--- config.mk ---
export PLATFORM = sky130hd
export DESIGN_NAME = cmr_ctrl
export DESIGN_NICKNAME = d
export VERILOG_FILES = /design/src/sv/cmr_pkg.sv /design/src/sv/cmr_ctrl.sv
export SDC_FILE = /design/constraint.sdc
export NUM_CORES = 1
export LEC_CHECK = 0
export BUFFER_PORTS_ARGS = -buffer_cell sky130_fd_sc_hd__buf_2
export CORE_AREA = 3 3 40 42
export DETAILED_ROUTE_END_ITERATION = 10
export DIE_AREA = 0 0 43 45
export GPL_TIMING_DRIVEN = 1
export PLACE_DENSITY = 0.58
export SLEW_MARGIN = 10
export SYNTH_ARGS = -nofsm -noshare
export SYNTH_HDL_FRONTEND = slang
export SYNTH_SLANG_ARGS = --single-unit
--- constraint.sdc ---
create_clock -name i_clk -period 1.7 [get_ports i_clk]
set_input_delay 0.34 -clock i_clk [delete_from_list [all_inputs] [get_ports i_clk]]
set_output_delay 0.34 -clock i_clk [all_outputs]
set_load 0.01 [all_outputs]
--- src/sv/cmr_pkg.sv ---
// Shared types, status codes and character helpers for the chunked message reassembler.
package cmr_pkg;

    localparam int unsigned BUFFER_BYTES_DEF = 4096;
    localparam int unsigned HEADER_BYTES     = 5;
    localparam int unsigned PREFIX_LEN       = 10;
    localparam int unsigned CNT_W            = 17;

    localparam logic [2:0] ST_ACCEPTED = 3'd0;
    localparam logic [2:0] ST_SHORT    = 3'd1;
    localparam logic [2:0] ST_RANGE    = 3'd2;
    localparam logic [2:0] ST_COMPLETE = 3'd3;
    localparam logic [2:0] ST_INVALID  = 3'd4;
    localparam logic [2:0] ST_READ     = 3'd5;

    localparam logic [7:0] CH_NEWLINE = 8'h0A;
    localparam logic [7:0] CH_DOT     = 8'h2E;

    typedef struct packed {
        logic        operation;
        logic [7:0]  data_byte;
        logic        end_of_write;
        logic [11:0] read_index;
    } t_item;

    typedef struct packed {
        logic [2:0]  status;
        logic [7:0]  read_byte;
        logic [11:0] source_length;
        logic [11:0] destination_length;
        logic [12:0] payload_offset;
        logic [11:0] payload_length;
        logic [7:0]  message_tag;
    } t_result;

    typedef struct packed {
        logic take_wr;
        logic take_rd;
        logic clr;
        logic scan;
        logic scan_end;
        logic sel_read;
    } t_cmd;

    typedef struct packed {
        logic acc_clear;
        logic acc_scan;
        logic need_clear;
        logic clr_last;
        logic pend_last;
        logic pend_scan;
        logic scan_done;
    } t_sts;

    function automatic logic [7:0] prefix_char(input logic [3:0] idx);
        logic [7:0] c;
        case (idx)
            4'd0: c = 8'h69;
            4'd1: c = 8'h6E;
            4'd2: c = 8'h74;
            4'd3: c = 8'h65;
            4'd4: c = 8'h72;
            4'd5: c = 8'h66;
            4'd6: c = 8'h61;
            4'd7: c = 8'h63;
            4'd8: c = 8'h65;
            4'd9: c = 8'h73;
            default: c = 8'h00;
        endcase
        return c;
    endfunction

    function automatic logic is_alnum(input logic [7:0] c);
        return (c >= 8'h30 && c <= 8'h39) || (c >= 8'h41 && c <= 8'h5A) ||
               (c >= 8'h61 && c <= 8'h7A);
    endfunction

endpackage

--- src/sv/cmr_ctrl.sv ---
// Controller state machine sequencing beats, clear sweeps, scans and results.
module cmr_ctrl
    import cmr_pkg::*;
(
    input  logic i_clk,
    input  logic i_rst_n,
    input  logic i_start,
    input  logic i_op,
    input  t_sts i_sts,
    output t_cmd o_cmd,
    output logic o_busy,
    output logic o_valid
);

    typedef enum logic [4:0] {
        S_IDLE  = 5'b00001,
        S_READ  = 5'b00010,
        S_CLEAR = 5'b00100,
        S_SCAN  = 5'b01000,
        S_EMIT  = 5'b10000
    } t_state;

    t_state r_state, n_state;

    always_comb begin
        n_state = r_state;
        o_cmd   = '0;
        case (r_state)
            S_IDLE: begin
                if (i_start) begin
                    if (i_op) begin
                        o_cmd.take_rd = 1'b1;
                        n_state = S_READ;
                    end else begin
                        o_cmd.take_wr = 1'b1;
                        if (i_sts.acc_clear) begin
                            n_state = S_CLEAR;
                        end else if (i_sts.acc_scan) begin
                            n_state = S_SCAN;
                        end
                    end
                end
            end
            S_READ: begin
                o_cmd.sel_read = 1'b1;
                n_state = S_IDLE;
            end
            S_CLEAR: begin
                o_cmd.clr = 1'b1;
                if (i_sts.clr_last) begin
                    if (!i_sts.pend_last) begin
                        n_state = S_IDLE;
                    end else if (i_sts.pend_scan) begin
                        n_state = S_SCAN;
                    end else begin
                        n_state = S_EMIT;
                    end
                end
            end
            S_SCAN: begin
                if (i_sts.scan_done) begin
                    o_cmd.scan_end = 1'b1;
                    n_state = S_EMIT;
                end else begin
                    o_cmd.scan = 1'b1;
                end
            end
            S_EMIT: begin
                n_state = i_sts.need_clear ? S_CLEAR : S_IDLE;
            end
            default: begin
                n_state = S_IDLE;
            end
        endcase
        if (r_state == S_IDLE && i_start && !i_op && !i_sts.acc_clear &&
            i_sts.pend_last && !i_sts.acc_scan) begin
            n_state = S_EMIT;
        end
    end

    always_ff @(posedge i_clk) begin
        if (!i_rst_n) begin
            r_state <= S_CLEAR;
        end else begin
            r_state <= n_state;
        end
    end

    assign o_busy  = (r_state != S_IDLE);
    assign o_valid = (r_state == S_READ) || (r_state == S_EMIT);

endmodule

==> results.py <==
metrics = {
    "cells_and_area": {
        "n_antenna_cell": 0,
        "layout-drive-gt1-share_pct": 54.9,
        "syn_to_final_growth_pct": 54.9,
        "mostFrequentLayoutCells": "buf_2 (18), buf_4 (13), nor3_1 (5), nor2_1 (5), inv_1 (4)",
        "final_area_um2": 744,
        "largest_reg_flops": 5,
        "largest_register": "r_state",
        "mostFrequentLayoutCell": "buf_2",
        "largest_registers": "r_state: 5 flops",
        "nets": 103,
    },
    "grt": {
        "grt_max_degree": 9,
        "grt_pass1_vias": 545,
        "grt_usage_pct": 15.9,
        "grt.overflow.total": 0,
        "antenna_found_initial": 0,
        "grt_pass1_wl_um": 2350,
    },
    "synth": {
        "ys_ff_latch": 5,
        "async_reset_ff_share_pct": 0,
        "synthTopCellsByArea": "dfxtp_1 (21%), buf_6 (7.0%), nor3_1 (6.3%)",
        "seq_area_frac_synth_pct": 20.8,
        "yosysTopAreaCell": "dfxtp_1",
        "syn_inst": 59,
        "synthFlopType": "dfxtp_1",
        "ys_types": 28,
        "synthesis.nets": 70,
        "synth_top_area_share_pct": 20.8,
        "synth_edf_count": 0,
        "synth.avg_cell_area_um2": 8.14,
        "synth.cell_area_um2": 480,
        "yosysWarnings": 0,
    },
    "clock_network": {
        "cts_tree": "done",
        "cts_sinks": 5,
        "numCtsBuffers": 3,
        "cts_htree_levels": 1,
        "cts_max_path_buffers": 2,
        "cts_root_buf": "clkbuf_4",
        "clk_latency_ns": 0.24,
        "cts.clk_slew.worst_paths_ns": 0.04,
        "cts.hold.buffers_added": 0,
    },
    "setup_path": {
        "startpoint_type": "register",
        "path_cells": "or3_4, nor3_4, buf_2",
        "cp_top_family": "simple AND/OR/NAND/NOR gates",
        "cp.required_ns": 1.36,
        "max_stage_delay_ns": 0.43,
        "cp_max_fo": 5,
        "crit_type": "reg -> out",
        "cp-end-kind": "output port",
        "crit_buf_inv": 1,
        "critPathArrivalTime_ns": 1.35,
        "crit_slowest_cell": "or3_4",
    },
    "pwr": {
        "p_leak_nw": 0.326,
        "power_mw": 0.573,
        "vdd_drop_max_mv": 0.334,
        "power_density_nw_per_um2": 769,
    },
    "timing": {
        "fin_hold_ws_ns": 0.400,
        "setup_tns_ns": 0,
        "period_minus_slack_ns": 1.69,
        "fmax_ghz": 0.593,
        "finalSetupViolCount": 0,
        "rsz0062_at_grt": "yes",
        "final.period_utilization_pct": 99.2,
        "drv_slew": 0,
        "hold_viol": 0,
        "clock_skew_ns": 0.00335,
        "worst_slew_pin_slew_ns": 0.462,
        "slew_headroom_pct": 69.0,
    },
    "drt": {
        "wirelength_um": 1450,
        "detail_route.wl_per_cell_um": 13.7,
        "vias": 579,
        "drc": 0,
        "drt_iter0_markers": 11,
        "drt_pass1_iterations": 4,
        "ant_nets": 0,
        "vias_per_cell": 5.46,
    },
    "die": {
        "initial_core_util_pct": 37.4,
        "core_um2": 1280,
        "ios": 19,
        "die_h_um": 45,
        "die_x_um": 43,
        "rows": 13,
        "die-area_um2": 1940,
    },
    "job": {
        "drv_cap": 0,
    },
    "place": {
        "finalWeightedCongestion": 0.838,
        "portBuffers": 18,
        "dp_hpwl_um": 995,
        "post_dp_cell_area_um2": 596,
    },
    "status": {
        "status": "finished clean",
    },
    "hold_path": {
        "hold_path_class": "in -> reg",
    },
}
-- per-layer routing --
metal | part of all wire (%) | vias to the layer above | wire [µm] | GRT usage [%]
met1 | 42 | 257 | 608 | 19.0
met3 | 6.8 | 2 | 99 | 2.39
met5 | 0 | - | 0 | 0
met2 | 51 | 32 | 739 | 29.9
met4 | 0.28 | 0 | 4 | 3.61
li1 | - | 288 | - | -
-- timing repair --
action / 4_1_cts / 5_1_grt
endpoints found under the setup margin: 6 / 7
resized for setup: 11 / 5
buffers inserted: 7 / 1
endpoints found under the hold margin: 0 / 0
pin swaps: 3 / 4
-- power breakdown --
group | switching, mW | internal [mW]
logic | 0.143 | 0.147
registers | 0.0167 | 0.134
clock network | 0.0437 | 0.0884
-- synth_stat cells, drive strengths merged (2+ instances only) --
| cell type | instances |
|---|---|
| nor3 | 8 |
| dfxtp | 5 |
| nor2 | 5 |
| buf | 4 |
| inv | 4 |
| nand2b | 4 |
| nor4b | 4 |
| a211oi | 3 |
| and3 | 3 |
| nand2 | 3 |
| o31ai | 3 |
| and4 | 2 |
-- final timing paths --
kind / slack (ns) / cells after the start / startpoint / endpoint
min: 0.40 / 3 / i_rst_n / r_state[3]
min reg2reg: 0.64 / 2 / r_state[1] / r_state[2]
max reg2reg: 0.10 / 5 / r_state[0] / r_state[0]
max: 0.01 / 3 / r_state[0] / o_cmd[2]
-- stage by stage --
step	setup WS [ns]	utilization (%)	std cells
floorplan	0.127	-	59
global placement	0.130	46.3	94
detailed placement	0.127	46.3	94
CTS	-0.0217	55.0	105
global route	-0.0671	57.9	106
finish	0.0133	57.9	106
-- area by class of cell --
cell class	count	area (µm²)
clock buffers	4	26.3
fillers	114	541
inverters	4	15.0
multi-input cells	46	374
flip-flops and latches	5	111
well taps	15	18.8
repair buffers	32	199
-- worst reg2reg max path, stage by stage, from the launching register on --
cell and delay (ns):
dfxtp_4 0.36, or3_4 0.43, buf_4 0.15, o31ai_1 0.32, nor3_1 0.10, o31a_1 0.12
-- kinds of logic (layout without fill, tap and decap cells) --
logic type             after synthesis  after routing  share of synthesized area (%)
AO/OA/AOI/OAI                       12             12                           20.6
XOR/XNOR                             1              1                           1.82
buffers and inverters                8             40                           11.2
flip-flops                           5              5                           20.8
AND/OR/NAND/NOR                     33             33                           45.6
(Power assumes the default switching activity.)
